--- src/sv/cdq_pkg.sv ---
// Shared types and constants for the circular double-ended queue.
// No dependencies; used by circular_double_ended_queue and its testbench.
package cdq_pkg;

    localparam int DATA_W        = 32;
    localparam int CMD_W         = 3;
    localparam int STATUS_W      = 2;
    localparam int OCC_W         = 4;
    localparam int DEFAULT_DEPTH = 8;
    localparam int S_TDATA_W     = 40;   // 35 bits of fields, padded to bytes
    localparam int M_TDATA_W     = 40;

    typedef enum logic [CMD_W-1:0] {
        CMD_PUSH_REAR  = 3'd0,
        CMD_POP_FRONT  = 3'd1,
        CMD_PUSH_FRONT = 3'd2,
        CMD_POP_REAR   = 3'd3,
        CMD_QUERY      = 3'd4
    } cmd_t;

    typedef enum logic [STATUS_W-1:0] {
        STAT_DONE       = 2'd0,
        STAT_PUSH_FULL  = 2'd1,
        STAT_POP_EMPTY  = 2'd2
    } status_t;

    typedef enum logic {
        ST_IDLE,
        ST_POP_RD
    } state_t;

endpackage

--- src/sv/cdq_ram.sv ---
// Generic single-port-write, single-port-read RAM with registered read data.
// No dependencies.
module cdq_ram #(
    parameter int WIDTH = 32,
    parameter int DEPTH = 8
) (
    input  logic                     aclk,
    input  logic                     we,
    input  logic [$clog2(DEPTH)-1:0] waddr,
    input  logic [WIDTH-1:0]         wdata,
    input  logic                     re,
    input  logic [$clog2(DEPTH)-1:0] raddr,
    output logic [WIDTH-1:0]         rdata
);

    logic [WIDTH-1:0] mem [DEPTH];
    logic [WIDTH-1:0] rdata_reg;

    always_ff @(posedge aclk) begin
        if (we) begin
            mem[waddr] <= wdata;
        end
        if (re) begin
            rdata_reg <= mem[raddr];
        end
    end

    assign rdata = rdata_reg;

endmodule

--- src/sv/circular_double_ended_queue.sv ---
// Top level of the circular double-ended queue: control, pointers, result register.
// Depends on cdq_pkg and cdq_ram.
//
//  channel | dir | handshake          | payload (low bit first)
//  --------+-----+--------------------+-----------------------------------------------
//  s_      | in  | s_tvalid/s_tready  | command[2:0], push_value[34:3], zero pad
//  m_      | out | m_tvalid/m_tready  | pop_value[31:0], status[33:32], is_full[34],
//          |     |                    | is_empty[35], occupancy[39:36]
//
// Push, refused request and status query go straight to the result register;
//   a successful pop first passes through ST_POP_RD for the registered RAM read.
// One request is in flight at a time; s_tready drops while a pop read is pending.
// A new request is taken while the previous result is being handed off (m_tready).
// Reset (aresetn low, synchronous) empties the queue; RAM contents are not cleared.
// A stalled result holds m_tdata and m_tvalid until m_tready.
module circular_double_ended_queue #(
    parameter int DEPTH = cdq_pkg::DEFAULT_DEPTH
) (
    input  logic                          aclk,
    input  logic                          aresetn,
    input  logic                          s_tvalid,
    output logic                          s_tready,
    input  logic [cdq_pkg::S_TDATA_W-1:0] s_tdata,   // command, push_value, pad
    output logic                          m_tvalid,
    input  logic                          m_tready,
    output logic [cdq_pkg::M_TDATA_W-1:0] m_tdata    // pop_value, status, is_full,
                                                     // is_empty, occupancy
);

    localparam int AW = $clog2(DEPTH);
    localparam int CW = $clog2(DEPTH + 1);
    localparam logic [AW-1:0] LAST_IDX = AW'(DEPTH - 1);
    localparam logic [CW-1:0] FULL_CNT = CW'(DEPTH);

    // ---------------------------------------------------------------
    // Control state
    // ---------------------------------------------------------------
    cdq_pkg::state_t state_reg, state_next;
    logic [AW-1:0] head_reg, head_next;
    logic [AW-1:0] tail_reg, tail_next;
    logic [CW-1:0] count_reg, count_next;

    // Result register, split so a pop can fill the data in the cycle after its status
    logic                          out_valid_reg, out_valid_next;
    logic [cdq_pkg::DATA_W-1:0]    out_data_reg, out_data_next;
    cdq_pkg::status_t              out_status_reg, out_status_next;
    logic                          out_full_reg, out_full_next;
    logic                          out_empty_reg, out_empty_next;
    logic [cdq_pkg::OCC_W-1:0]     out_occ_reg, out_occ_next;

    // ---------------------------------------------------------------
    // Request decode
    // ---------------------------------------------------------------
    cdq_pkg::cmd_t              cmd;
    logic [cdq_pkg::DATA_W-1:0] push_value;
    logic                       accept;
    logic                       is_push, is_pop, is_front;
    logic                       q_empty, q_full;
    logic                       push_ok, pop_ok;

    assign cmd        = cdq_pkg::cmd_t'(s_tdata[cdq_pkg::CMD_W-1:0]);
    assign push_value = s_tdata[cdq_pkg::CMD_W +: cdq_pkg::DATA_W];
    assign accept     = s_tvalid && s_tready;

    assign is_push  = (cmd == cdq_pkg::CMD_PUSH_REAR) || (cmd == cdq_pkg::CMD_PUSH_FRONT);
    assign is_pop   = (cmd == cdq_pkg::CMD_POP_FRONT) || (cmd == cdq_pkg::CMD_POP_REAR);
    assign is_front = (cmd == cdq_pkg::CMD_PUSH_FRONT) || (cmd == cdq_pkg::CMD_POP_FRONT);
    assign q_empty  = (count_reg == '0);
    assign q_full   = (count_reg == FULL_CNT);
    assign push_ok  = is_push && !q_full;
    assign pop_ok   = is_pop && !q_empty;

    // Wrapped neighbors of the pointers
    logic [AW-1:0] head_inc, head_dec, tail_inc, tail_dec;
    assign head_inc = (head_reg == LAST_IDX) ? '0 : head_reg + 1'b1;
    assign head_dec = (head_reg == '0) ? LAST_IDX : head_reg - 1'b1;
    assign tail_inc = (tail_reg == LAST_IDX) ? '0 : tail_reg + 1'b1;
    assign tail_dec = (tail_reg == '0) ? LAST_IDX : tail_reg - 1'b1;

    // ---------------------------------------------------------------
    // Ring store
    // ---------------------------------------------------------------
    logic                       ram_we, ram_re;
    logic [AW-1:0]              ram_waddr, ram_raddr;
    logic [cdq_pkg::DATA_W-1:0] ram_rdata;

    cdq_ram #(
        .WIDTH (cdq_pkg::DATA_W),
        .DEPTH (DEPTH)
    ) u_ring (
        .aclk  (aclk),
        .we    (ram_we),
        .waddr (ram_waddr),
        .wdata (push_value),
        .re    (ram_re),
        .raddr (ram_raddr),
        .rdata (ram_rdata)
    );

    // ---------------------------------------------------------------
    // Next state
    // ---------------------------------------------------------------
    always_comb begin
        state_next = state_reg;
        unique case (state_reg)
            cdq_pkg::ST_IDLE: begin
                if (accept && pop_ok) begin
                    state_next = cdq_pkg::ST_POP_RD;
                end
            end
            cdq_pkg::ST_POP_RD: begin
                state_next = cdq_pkg::ST_IDLE;
            end
            default: begin
                state_next = cdq_pkg::ST_IDLE;
            end
        endcase
    end

    // ---------------------------------------------------------------
    // Outputs of the state machine: handshake and RAM port
    // ---------------------------------------------------------------
    always_comb begin
        s_tready  = 1'b0;
        ram_we    = 1'b0;
        ram_re    = 1'b0;
        ram_waddr = tail_inc;
        ram_raddr = is_front ? head_reg : tail_reg;
        unique case (state_reg)
            cdq_pkg::ST_IDLE: begin
                // result slot is free, or is being handed off this cycle
                s_tready = !out_valid_reg || m_tready;
                ram_we   = accept && push_ok;
                ram_re   = accept && pop_ok;
                if (q_empty) begin
                    ram_waddr = '0;
                end else if (is_front) begin
                    ram_waddr = head_dec;
                end
            end
            cdq_pkg::ST_POP_RD: begin
                s_tready = 1'b0;
            end
            default: begin
                s_tready = 1'b0;
            end
        endcase
    end

    // ---------------------------------------------------------------
    // Pointer and count update
    // ---------------------------------------------------------------
    always_comb begin
        head_next  = head_reg;
        tail_next  = tail_reg;
        count_next = count_reg;
        if (accept && push_ok) begin
            count_next = count_reg + 1'b1;
            if (q_empty) begin
                head_next = '0;
                tail_next = '0;
            end else if (is_front) begin
                head_next = head_dec;
            end else begin
                tail_next = tail_inc;
            end
        end else if (accept && pop_ok) begin
            count_next = count_reg - 1'b1;
            if (count_reg == CW'(1)) begin
                // last element leaves: back to the reset layout
                head_next = '0;
                tail_next = '0;
            end else if (is_front) begin
                head_next = head_inc;
            end else begin
                tail_next = tail_dec;
            end
        end
    end

    // ---------------------------------------------------------------
    // Result register
    // ---------------------------------------------------------------
    always_comb begin
        out_valid_next  = out_valid_reg;
        out_data_next   = out_data_reg;
        out_status_next = out_status_reg;
        out_full_next   = out_full_reg;
        out_empty_next  = out_empty_reg;
        out_occ_next    = out_occ_reg;

        if (m_tready) begin
            out_valid_next = 1'b0;
        end

        if (accept) begin
            // status fields are known at once; popped data arrives next cycle
            out_data_next = '0;
            if (is_push && q_full) begin
                out_status_next = cdq_pkg::STAT_PUSH_FULL;
            end else if (is_pop && q_empty) begin
                out_status_next = cdq_pkg::STAT_POP_EMPTY;
            end else begin
                out_status_next = cdq_pkg::STAT_DONE;
            end
            out_full_next  = (count_next == FULL_CNT);
            out_empty_next = (count_next == '0);
            out_occ_next   = cdq_pkg::OCC_W'(count_next);
            out_valid_next = !pop_ok;
        end

        if (state_reg == cdq_pkg::ST_POP_RD) begin
            out_data_next  = ram_rdata;
            out_valid_next = 1'b1;
        end
    end

    always_ff @(posedge aclk) begin
        if (!aresetn) begin
            state_reg     <= cdq_pkg::ST_IDLE;
            head_reg      <= '0;
            tail_reg      <= '0;
            count_reg     <= '0;
            out_valid_reg <= 1'b0;
        end else begin
            state_reg     <= state_next;
            head_reg      <= head_next;
            tail_reg      <= tail_next;
            count_reg     <= count_next;
            out_valid_reg <= out_valid_next;
        end
    end

    always_ff @(posedge aclk) begin
        out_data_reg   <= out_data_next;
        out_status_reg <= out_status_next;
        out_full_reg   <= out_full_next;
        out_empty_reg  <= out_empty_next;
        out_occ_reg    <= out_occ_next;
    end

    assign m_tvalid = out_valid_reg;
    assign m_tdata  = {out_occ_reg, out_empty_reg, out_full_reg, out_status_reg, out_data_reg};

    // ---------------------------------------------------------------
    // Assertions
    // ---------------------------------------------------------------
    a_count_bound: assert property (@(posedge aclk) disable iff (!aresetn)
        count_reg <= FULL_CNT)
        else $error("element count exceeds depth");

    a_pop_slot_free: assert property (@(posedge aclk) disable iff (!aresetn)
        state_reg == cdq_pkg::ST_POP_RD |-> !out_valid_reg)
        else $error("pop read pending while result register still occupied");

    a_pop_two_cycle: assert property (@(posedge aclk) disable iff (!aresetn)
        accept && pop_ok |=> state_reg == cdq_pkg::ST_POP_RD ##1 out_valid_reg)
        else $error("successful pop did not deliver its result after the read");

    a_empty_layout: assert property (@(posedge aclk) disable iff (!aresetn)
        count_reg == '0 |-> head_reg == '0 && tail_reg == '0)
        else $error("empty queue with pointers away from slot zero");

endmodule

--- config.mk ---
export PLATFORM = sky130hd
export DESIGN_NAME = circular_double_ended_queue
export DESIGN_NICKNAME = d
export VERILOG_FILES = /design/src/sv/cdq_pkg.sv /design/src/sv/cdq_ram.sv /design/src/sv/circular_double_ended_queue.sv
export SDC_FILE = /design/constraint.sdc
export NUM_CORES = 1
export LEC_CHECK = 0
export ABC_AREA = 1
export BUFFER_PORTS_ARGS = -buffer_cell sky130_fd_sc_hd__clkbuf_2
export CAP_MARGIN = 25
export CORE_MARGIN = 2
export CORE_UTILIZATION = 55
export CTS_BUF_LIST = sky130_fd_sc_hd__clkbuf_8
export DETAILED_ROUTE_END_ITERATION = 6
export PLACE_DENSITY = 0.8
export SLEW_MARGIN = 20
export SYNTH_ARGS = -nofsm -noshare
export SYNTH_HDL_FRONTEND = slang
export SYNTH_SLANG_ARGS = --single-unit
--- constraint.sdc ---
create_clock -name aclk -period 2.9 [get_ports aclk]
set_input_delay 0.29 -clock aclk [delete_from_list [all_inputs] [get_ports aclk]]
set_output_delay 0.29 -clock aclk [all_outputs]
set_load 0.02 [all_outputs]
After elaboration in Yosys (flattened, before gate mapping)
Memories as Yosys holds them, arrays and structs flattened. A register that Yosys moved wholly into a read port is not among the register bits.
Cells that the tools add are included.
{ "word_totals": {"ff_bits": 52, "latch_bits": 0, "ramBits": 256, "mem_bits_ro": 0, "in_bits": 44, "output_inout_bits": 42, "elab_cells": 90, "mem_count": 1} }
{ "mem_list": {"columns": ["memory", "words", "width", "read_ports", "rd_ports_with_merged_regs", "wr", "line_no", "text"], "rows": [
  ["u_ring.mem", 8, 32, 1, 1, 1, "cdq_ram.sv:16", "logic [WIDTH-1:0] mem [DEPTH];"]
]} }
{ "classes": {"add_sub_neg": 6, "n_mul": 0, "div": 0, "n_lt_le_gt_ge": 0, "eq_ne": 11, "n_shift": 0, "mux": 35, "bitwise": 1, "reduce_logical": 26} }
{ "op_table": {"columns": ["operator", "count"], "rows": [
  ["32-bit two-way mux", 2],
  ["3-bit two-way mux", 20],
  ["3-bit logical NOT", 3],
  ["4-bit equality test, second input constant", 2],
  ["4-bit logical NOT", 2],
  ["1-bit two-way mux", 8],
  ["4-bit two-way mux", 2],
  ["1-bit logical AND", 7],
  ["3-bit by 1-bit adder with 3-bit output, second input constant", 2],
  ["3-bit by 2-bit equality test with 1-bit output, second input constant", 2],
  ["3-bit equality test, second input constant", 2],
  ["3-bit != test, second input constant", 2],
  ["3-bit AND reduction", 2],
  ["3-bit nonzero test", 2],
  ["3-bit by 1-bit subtractor with 3-bit output, second input constant", 2],
  ["4-bit by 1-bit adder with 4-bit output, second input constant", 1],
  ["4-bit by 1-bit equality test with 1-bit output, second input constant", 1],
  ["1-bit logical NOT", 4],
  ["1-bit logical OR", 4],
  ["1-bit case mux with 2 select lines", 2],
  ["2-bit nonzero test", 2],
  ["4-bit by 1-bit subtractor with 4-bit output, second input constant", 1],
  ["3-bit by 1-bit equality test with 1-bit output, second input constant", 1],
  ["3-bit by 1-bit != test with 1-bit output, second input constant", 1],
  ["other kinds (2)", 2]
]} }

Depth between registers and ports, before layout
Gate-level depths: netlist of the first run.
{ "logic_depth": {"depth_word": 8, "depth_mapped": 13, "depth_no_buf": 12} }

By module
A second synthesis of the first run with hierarchy kept.
{ "hier_totals": {"cells_unflattened": 1468, "area_unflattened_um2": 14953.1} }
{ "modules_own_cells": {"columns": ["mod", "instances", "cells_each", "area_per_inst_um2", "seq_area_each_um2"], "rows": [
  ["cdq_ram", 1, 1156, 12192.9, 8648.3],
  ["circular_double_ended_queue", 1, 312, 2760.1, 1441.4]
]} }

Worst setup path after synthesis of the first run
No wires, ideal clock.
{ "synth_timing": {"path_kind": "register to register", "startpoint": "register count_reg[0]", "endpoint": "memory u_ring.mem[2][0], enable pin", "setup_ns": 0.421, "arrival_ns": 2.759, "t_required_ns": 2.479, "setup_slack_ns": -0.280, "path_stages_with_launch": 8, "path_buffers": 0, "synth_period_minus_slack_ns": 3.180, "cell_sequence": "dfxtp_1 -> inv_1 -> ha_1 -> nand3_1 -> nand2_1 -> nor2_1 -> o211ai_1 -> nor2_1"} }
{ "synth_between": {"elab_chain_cells": 7, "word_cells_on_any_way": 10, "cone_classes": "eq/ne (1); mux (5); reduce/logical (4)"} }
{ "synth_lines": {"columns": ["element", "line_no", "text"], "rows": [
  ["start, declared", "circular_double_ended_queue.sv:41", "logic [CW-1:0] count_reg, count_next;"],
  ["start signal, assigned", "circular_double_ended_queue.sv:229", "count_reg <= count_next;"],
  ["4-bit equality test", "circular_double_ended_queue.sv:69", "assign q_full = (count_reg == FULL_CNT);"],
  ["1-bit logical NOT", "circular_double_ended_queue.sv:70", "assign push_ok = is_push && !q_full;"],
  ["1-bit logical AND", "circular_double_ended_queue.sv:70", null],
  ["1-bit logical AND", "circular_double_ended_queue.sv:133", "ram_we = accept && push_ok;"],
  ["1-bit two-way mux", "circular_double_ended_queue.sv:129", "unique case (state_reg)"],
  ["1-bit two-way mux", "cdq_ram.sv:20", "if (we) begin"],
  ["1-bit two-way mux (not written as such)", "cdq_ram.sv:21", "mem[waddr] <= wdata;"],
  ["end, declared", "cdq_ram.sv:16", null]
]} }
Parallel ways exist; a longest one is shown, timed or not.

Worst setup path in the final report of the first run
{ "layout_timing": {"startpoint": "register count_reg[0]", "endpoint": "memory u_ring.mem[1][8], enable pin"} }
Same word-level chain as after synthesis.

==> results of run 1 <==
-- area by class of cell --
cell class / count / area share [%]
clock inverter: 38 / 1.06
tap: 341 / 2.49
timing repair buffer: 145 / 6.54
sequential: 340 / 59.0
multi-input combinational: 742 / 19.3
inverter: 326 / 7.15
clock buffer: 56 / 4.51
-- worst max-delay path, stage by stage, from the launching register on --
cell and delay [ns]:
dfxtp_1 0.40, inv_1 0.12, ha_1 0.24, nand2_2 0.17, nand2_1 0.09, nand2_1 0.10, inv_1 0.06, o21ai_0 0.15
nand2_1 0.29, nor2_4 0.41, buf_12 0.21
-- logic make-up (layout without fill, tap and decap cells) --
logic type | Yosys count | in the layout | synth area share, %
XOR/XNOR | 2 | 2 | 0.118
AO/OA/AOI/OAI | 25 | 25 | 0.987
buffers and inverters | 383 | 565 | 10.4
AND/OR/NAND/NOR | 703 | 703 | 19.5
adder cells (fa/ha/maj) | 12 | 12 | 1.01
flip-flops | 340 | 340 | 68.0
-- power breakdown --
part,leakage (nW),switching [mW],internal (mW)
Combinational,4.24,0.682,0.324
Sequential,3.09,0.0288,5.51
Clock,0.549,1.79,1.86
Total,7.88,2.51,7.69
-- timing repair --
item                                   in CTS  in global routing
hold buffers                               27                  0
endpoints found under the hold margin     197                  0
setup endpoints to repair                   0                  0
-- per-stage QoR --
step,TNS [ns],util (%),total power [mW],hold WS (ns),cells
floorplan,-43.48,-,6.28,0.389,1465
global placement,0,59.4,6.57,0.484,1867
detailed placement,0,59.4,6.61,0.488,1867
CTS,0,64.0,10.3,0.000814,1988
global route,0,64.0,10.6,0.0112,1988
finish,0,64.0,10.2,0.0128,1988
-- metal layers --
metal	share of wire, %	vias to the layer above	global-route usage, %
met5	0	-	0
met4	1.9	0	7.05
met3	7.0	59	4.14
met2	50	361	38.5
met1	41	4691	28.1
li1	-	4896	-
-- Yosys cell counts, types with 5 or more instances --
| cell type | count | share of area, % |
|---|---|---|
| a21oi_1 | 6 | 0.20 |
| buf_2 | 30 | 1.0 |
| buf_4 | 7 | 0.35 |
| buf_6 | 5 | 0.38 |
| clkbuf_1 | 12 | 0.30 |
| dfxtp_1 | 12 | 1.6 |
| edfxtp_1 | 328 | 66 |
| ha_1 | 12 | 1.0 |
| inv_1 | 323 | 8.2 |
| nand2_1 | 484 | 12 |
| nand3_1 | 170 | 5.7 |
| nor2_1 | 37 | 0.94 |
| o21ai_0 | 12 | 0.40 |
-- final timing paths --
kind,startpoint,to,cells past startpoint
worst max-delay path,count_reg[0],u_ring.mem[1][8],10
worst min-delay path,s_tdata[26],u_ring.mem[1][23],1
worst max register to register,count_reg[0],u_ring.mem[1][8],10
worst min register to register,u_ring.rdata[0],out_data_reg[0],2
==> metrics.txt, run 1 <==
core area 26700 µm²; # DRC 0; diode count 0; CP startpoint kind flop; unrepaired setup endpoints after global routing false; CTS tree yes; CTS Sinks 340; Root Driver clkbuf_8; critical path arrival 2.83 ns; power density cells 596 nW/µm²; first-pass GRT wire length 49200 µm; post-synth cell types 27; FFs w/ async S/R, synth 0%; Detailed Route Iter0 Violations 1068; mapped cell area 14800 µm²; Mean Syn Cell Area 10.1 µm²; initial cell density of the core 55.5%; Routed WL 31000 µm; Worst Hold Class in -> reg; DR vias/cell 5.03; die height 168 µm; Area growth, synth to finish 15.3%; port bufs 80; Crit. End Element flop; CTS resizes 0; share of layout cells above drive strength 1 12.4%; area occupied by multi-input gates 3290 µm²; Die ar. 28300 µm²; 1st-pass router iterations 5; yosys warns 0; Synth Net Count 1521; Final ANT Viol Nets 0; Final Cell Area 17100 µm²; I/O pins 86; Post-DP Area 15900 µm²; Setup Buffers After CTS 0; R2R Setup Slk 0.34 ns; Final Cycle Share 88.2%; Largest register FFs 256; nets 1664; maximum fanout along the worst path 15; Lkg Pwr 7.88 nW; CTS buffer count 53; clock skew 0.0152 ns; FMAX 0.391 GHz; # fillers 2027; final setup fails 0; pre-CTS setup slack 0.353 ns; Rows 60; Vias 10000; Final Wtd Congestion 0.846; clk_lat worst skew 0.59 ns; critical path class reg -> reg; WL per Instance 15.6 µm; Clock Path Buffers 3; Post-synth EDFFs 328; number of H-tree levels 2; flops & latches, synth 340; Required @ worst endpoint 3.18 ns; initial antenna violation count 0; vias in the first global route 9872; Slew @ Worst Pin 0.949 ns; relative slew slack 36.5%; total congestion overflow 0; largest net degree at the start of global routing 49; commonest non-fill, non-tap cell in the layout nand2_1; total of max-cap violations 0; FF/Latch Area 10100 µm²; ys flop type edfxtp_1; setup ws final 0.342 ns; synthesized instance count 1465; final max-slew violation count 0; Fin. Hold Viols 0; Worst VDD drop 0.000337 V; Post-DP HPWL 18400 µm; most frequent cells in the layout nand2_1 (482), inv_1 (339), edfxtp_1 (328); Total GRT Usage 22.1%; post-layout min period 2.56 ns; outcome finished, final reports clean; sequential area share after synthesis 68.0%; Die Wd 168 µm; Reg clk slew, reported paths 0.06 ns
No activity file was read; power rests on OpenSTA's default activity.
==> run 2: changes to the inputs <==
--- a/config.mk
+++ b/config.mk
@@ -13,7 +13,8 @@
 export CTS_BUF_LIST = sky130_fd_sc_hd__clkbuf_8
 export DETAILED_ROUTE_END_ITERATION = 6
 export PLACE_DENSITY = 0.8
-export SLEW_MARGIN = 20
+export RECOVER_POWER = 25
+export SKIP_CTS_REPAIR_TIMING = 1
 export SYNTH_ARGS = -nofsm -noshare
 export SYNTH_HDL_FRONTEND = slang
 export SYNTH_SLANG_ARGS = --single-unit
==> run 2 against run 1 <==
  * Sequential share of layout area grew 0.73 points
  * Hold slack gained 0.025 ns
  * Highest routed layer unchanged
  * Combinational power about the same
  * Routed wire length is 0.26% lower
  * Global-route usage shrank 0.12 points
==> metrics.txt, run 2 (synthesized netlist as in run 1, its figures left out) <==
core area 26700 µm² (unchanged); total power draw 10.2 mW (-0.17%); Sequential Power Share 54.4% (about the same); Reg clk slew, reported paths 0.06 ns (about the same); Sw Share 24.6% (+0.065 points); Required @ worst endpoint 3.18 ns (about the same); pre-CTS setup slack 0.353 ns (unchanged); vias in the first global route 9746 (-1.3%); Clock Path Buffers 3 (unchanged); worst setup path endpoint u_ring.mem[1][9]; CP startpoint kind flop; diode count 0 (unchanged); Detailed Route Iter0 Violations 1086 (+1.7%); CTS tree yes; final max-slew violation count 0 (unchanged); initial cell density of the core 55.5% (unchanged); clock skew 0.0195 ns (+0.00433 ns); CTS buffer count 53 (unchanged); Routed WL 30900 µm (-0.26%); setup ws final 0.357 ns (+0.0151 ns); 1st-pass router iterations 6 (+1); die height 168 µm (unchanged); fin util 63.2% (-0.79 points); Worst VDD drop 0.000328 V (-2.5%); port bufs 80 (unchanged); Crit. End Element flop; dpl cells 1867 (unchanged); I/O pins 86 (unchanged); unrepaired setup endpoints after global routing false; Post-DP HPWL 18400 µm (unchanged); R2R Setup Slk 0.36 ns (+0.02 ns); post-layout min period 2.54 ns (-0.0151 ns); total of max-cap violations 0 (unchanged); critical path arrival 2.82 ns (about the same); # DRC 0 (unchanged); Final Cycle Share 87.7% (-0.52 points); Total GRT Usage 22.0% (-0.12 points); Area growth, synth to finish 13.9%; Cell Int Power 7.68 mW (-0.26%); WL per Instance 15.7 µm (+0.65%); clock power share 36.0% (about the same); outcome finished, final reports clean; Root Driver clkbuf_8; Die Wd 168 µm (unchanged); power density cells 603 nW/µm² (+1.1%); Rows 60 (unchanged); reg2reg path depth 10 (unchanged); Die ar. 28300 µm² (unchanged); initial antenna violation count 0 (unchanged); FMAX 0.393 GHz (+0.59%); commonest non-fill, non-tap cell in the layout nand2_1; share of layout cells above drive strength 1 11.1% (-1.3 points); Comb pwr share 9.6% (-0.3 points); CTS Sinks 340 (unchanged); critical path launch point count_reg[0]; nets 1646 (-1.1%); Final ANT Viol Nets 0 (unchanged); final setup fails 0 (unchanged); switching pwr 2.51 mW (about the same); first-pass GRT wire length 48800 µm (-0.73%); relative slew slack 35.0% (-1.5 points); Lkg Pwr 7.74 nW (-1.9%); critical path class reg -> reg; DR vias/cell 5.07 (+0.66%); Critical R2R Capture u_ring.mem[1][9]; hold slack 0.0373 ns (+0.0245 ns); total congestion overflow 0 (unchanged); Slew @ Worst Pin 0.971 ns (+0.0218 ns); fin cells 1970 (-0.91%); Vias 9982 (-0.25%); number of H-tree levels 2 (unchanged); most frequent cells in the layout nand2_1 (482), inv_1 (339), edfxtp_1 (328); maximum fanout along the worst path 15 (unchanged); Largest register FFs 256 (unchanged); worst r2r src count_reg[0]; Final Wtd Congestion 0.846 (unchanged); largest net degree at the start of global routing 49 (unchanged); Worst Hold Class in -> reg; clk_lat worst skew 0.59 ns (about the same); Fin. Hold Viols 0 (unchanged)
## run 2: cell count changes in the layout (fill, tap and decap cells not counted)
cell,change
clkbuf_1,+24
dlygate4sd3_1,-18
clkbuf_2,-24
## run 2: final cells by class
type / instances / area (µm²)
sequential: 340 / 10100
fill: 2040 / 9830
multi-input combinational: 742 / 3290
inverter: 326 / 1220
timing repair buffer: 127 / 908
clock buffer: 56 / 771
tap: 341 / 427
clock inverter: 38 / 181
## run 2: layer usage
layer	up-vias	track usage, %	wire, µm
met2	404	38.2	15400
met3	60	4.21	2440
met4	0	7.27	638
li1	4857	-	-
met1	4661	27.9	12400
met5	-	0	0
## run 2: worst min path at each step
stage                      from           endpoint  cells past startpoint  slack (ns)
5_1_grt              s_tdata[2]  out_status_reg[1]                      2        0.02
4_1_cts                s_tvalid           m_tvalid                      3       -0.05
3_3_place_gp   u_ring.rdata[20]   out_data_reg[20]                      2        0.48
6_report             s_tdata[5]   u_ring.mem[2][2]                      1        0.04
3_5_place_dp   u_ring.rdata[14]   out_data_reg[14]                      2        0.49
2_1_floorplan        s_tdata[3]   u_ring.mem[0][0]                      0        0.39
## run 2: per-stage QoR
step | TNS [ns] | cell area (µm²)
4_1_cts | 0 | 16800
3_3_place_gp | 0 | 15900
5_1_grt | 0 | 16900
3_5_place_dp | 0 | 15900
6_report | 0 | 16900
2_1_floorplan | -43.48 | 14800
## run 2: critical path, cell delays in order, from the launching register on
cell	delay, ns
dfxtp_1	0.40
inv_1	0.12
ha_1	0.24
nand2_2	0.17
nand2_1	0.09
nand2_1	0.10
inv_1	0.06
o21ai_0	0.15
nand2_1	0.28
nor2_4	0.40
buf_12	0.21
## run 2: power groups by stage
stage / clock network [mW] / registers, mW / logic [mW]
finish: 3.67 / 5.53 / 0.982
global route: 3.94 / 5.54 / 1.10
detailed placement: 0 / 5.64 / 0.972
floorplan: 0 / 5.68 / 0.596
CTS: 3.72 / 5.53 / 0.979
global placement: 0 / 5.63 / 0.939
==> run 3: changes to the inputs <==
--- a/config.mk
+++ b/config.mk
@@ -9,12 +9,13 @@
 export BUFFER_PORTS_ARGS = -buffer_cell sky130_fd_sc_hd__clkbuf_2
 export CAP_MARGIN = 25
 export CORE_MARGIN = 2
-export CORE_UTILIZATION = 55
+export CORE_UTILIZATION = 34
 export CTS_BUF_LIST = sky130_fd_sc_hd__clkbuf_8
 export DETAILED_ROUTE_END_ITERATION = 6
-export PLACE_DENSITY = 0.8
+export PLACE_DENSITY = 0.55
 export RECOVER_POWER = 25
 export SKIP_CTS_REPAIR_TIMING = 1
 export SYNTH_ARGS = -nofsm -noshare
 export SYNTH_HDL_FRONTEND = slang
 export SYNTH_SLANG_ARGS = --single-unit
+export TNS_END_PERCENT = 20
==> run 3 against run 2 <==
  * First-iteration DRC count down 51%
  * Non-clock buffer count is 22 higher
  * Critical path depth is 1 lower
  * Routed wire length rose by 7.3%
  * Sequential share of layout area fell by 2.3 points
  * Critical endpoint is now u_ring.mem[2][1]
==> metrics.txt, run 3 (synthesized netlist as in run 1, its figures left out) <==
post-layout min period 2.56 ns (+0.0163 ns); critical path class reg -> reg; final max-slew violation count 0 (unchanged); most frequent cells in the layout nand2_1 (482), inv_1 (341), edfxtp_1 (328); worst hold endpoint out_status_reg[0]; setup TNS 0 ns (unchanged); nets 1672 (+1.6%); largest net degree at the start of global routing 65 (+33%); core area 43100 µm² (+61%); Final ANT Viol Nets 0 (unchanged); met2 routed WL 15100 µm (-2.3%); Clock Path Buffers 3 (unchanged); R2R Setup Slk 0.34 ns (-0.02 ns); final setup fails 0 (unchanged); Reg clk slew, reported paths 0.06 ns (about the same); 1st-pass router iterations 5 (-1); first-pass GRT wire length 51600 µm (+5.8%); Required @ worst endpoint 3.26 ns (+0.08 ns); Area growth, synth to finish 18.4%; # fillers 4188 (+110%); # DRC 0 (unchanged); CTS Sinks 340 (unchanged); Total GRT Usage 15.0% (-6.9 points); Lkg Pwr 7.87 nW (+1.8%); critical-path cell list inv_1, ha_1, nand2_2, nand2_1, nand2_1, inv_1, o211ai_1, nor2_4, buf_4; I/O pins 86 (unchanged); Vias 9810 (-1.7%); Hold Path Depth 3 (+2); Cell Int Power 7.82 mW (+1.9%); maximum fanout along the worst path 10 (-5); Sw Share 24.9% (+0.25 points); FF/Latch Area 10100 µm² (unchanged); share of layout cells above drive strength 1 10.6% (-0.53 points); Slew @ Worst Pin 1.01 ns (+0.0386 ns); setup ws final 0.341 ns (-0.0163 ns); CTS buffer count 57 (+7.5%); pre-CTS setup slack 0.373 ns (+0.0193 ns); Die ar. 45300 µm² (+60%); Post-DP HPWL 18700 µm (+1.7%); switching pwr 2.59 mW (+3.3%); Crit. End Element flop; area occupied by multi-input gates 3290 µm² (unchanged); critical path arrival 2.92 ns (+0.10 ns); die height 213 µm (+27%); Fin. Hold Viols 0 (unchanged); initial antenna violation count 1 (+1); Die Wd 213 µm (+27%); WL met3 1780 µm (-27%); relative slew slack 32.4% (-2.6 points); clk_lat worst skew 0.63 ns (+0.04 ns); worst r2r src count_reg[0]; Sequential Power Share 53.2% (-1.2 points); Root Driver clkbuf_8; commonest non-fill, non-tap cell in the layout nand2_1; Detailed Route Iter0 Violations 533 (-51%); total congestion overflow 0 (unchanged); reg2reg path depth 9 (-1); total of max-cap violations 0 (unchanged); power density cells 593 nW/µm² (-1.6%); DR vias/cell 4.38 (-14%); Comb pwr share 9.9% (+0.3 points); initial cell density of the core 34.4% (-21 points); FMAX 0.391 GHz (-0.64%); Worst Hold Class in -> reg; Final Cycle Share 88.2% (+0.56 points); Routed WL 33100 µm (+7.3%); Rows 76 (+27%); Final Wtd Congestion 0.805 (-4.9%); vias in the first global route 9397 (-3.6%); outcome finished, final reports clean; Worst VDD drop 0.000272 V (-17%); CTS tree yes; M1 wire length 15500 µm (+25%); hold slack 0.0936 ns (+0.0563 ns); hold path startpoint s_tdata[1]; Critical R2R Capture u_ring.mem[2][1]; Highest Signal Layer met4; clock skew 0.0218 ns (+0.00230 ns); number of H-tree levels 2 (unchanged); Largest register FFs 256 (unchanged); CP max stage cell o211ai_1; WL per Instance 14.8 µm (-5.7%); CP startpoint kind flop; port bufs 80 (unchanged); CP max stage delay 0.79 ns (+0.39 ns); unrepaired setup endpoints after global routing false; clock power share 37.0% (+1.0 points)
==> run 3: cell count changes in the layout (fill, tap and decap cells not counted), moves of 2 or more <==
cell           before  now
inv_1             339  341
buf_12             13   20
clkbuf_2           56   53
clkbuf_1           24   27
dlygate4sd3_1       9   35
buf_4              25   14
==> run 3: through the flow <==
stage	cell area, µm²	instances	util (%)	total power, mW
after floorplan	14800	1465	-	6.28
after global placement	16200	2107	37.7	6.63
after detailed placement	16200	2107	37.7	6.64
after CTS	17200	2204	40.0	10.5
after global routing	17600	2240	40.8	10.9
final	17600	2240	40.8	10.4
==> run 3: how the worst max path moves through the flow <==
stage / startpoint / to / slack (ns) / cells past startpoint
global route: count_reg[0] / u_ring.mem[2][1] / 0.11 / 9
CTS: count_reg[0] / u_ring.mem[6][0] / 0.34 / 9
detailed placement: count_reg[0] / u_ring.mem[6][0] / 0.37 / 9
finish: count_reg[0] / u_ring.mem[2][1] / 0.34 / 9
global placement: count_reg[0] / u_ring.mem[2][1] / 0.40 / 9
floorplan: count_reg[0] / u_ring.mem[2][0] / -0.28 / 7
==> run 3: final cells by class <==
| type | instances | area share (%) |
|---|---|---|
| flip-flops and latches | 340 | 57.4 |
| multi-input cells | 742 | 18.8 |
| inverters | 326 | 6.97 |
| repair buffers | 149 | 6.96 |
| clock buffers | 57 | 4.47 |
| well taps | 585 | 4.17 |
| clock inverters | 40 | 1.22 |
| diodes | 1 | 0.0142 |
==> run 3: metal layers <==
metal / global-route usage, % / up-vias
met5: 0 / -
met4: 5.74 / 0
met1: 20.1 / 4620
li1: - / 4902
met3: 2.99 / 61
met2: 24.2 / 227
==> run 3: worst max-delay path: cells and delay by family (launching register included) <==
family | cells | cell delay (ns)
buf+inv | 3 | 0.42
simple gates | 4 | 0.43
fa+ha+maj | 1 | 0.24
flops | 1 | 0.40
compound gates | 1 | 0.79
==> run 3: power groups by stage <==
| stage | logic (mW) | clock network [mW] | registers, mW |
|---|---|---|---|
| 5_1_grt | 1.16 | 4.19 | 5.54 |
| 3_5_place_dp | 1.01 | 0 | 5.64 |
| 4_1_cts | 1.01 | 3.99 | 5.54 |
| 6_report | 1.03 | 3.85 | 5.54 |
| 2_1_floorplan | 0.595 | 0 | 5.68 |
| 3_3_place_gp | 0.996 | 0 | 5.64 |
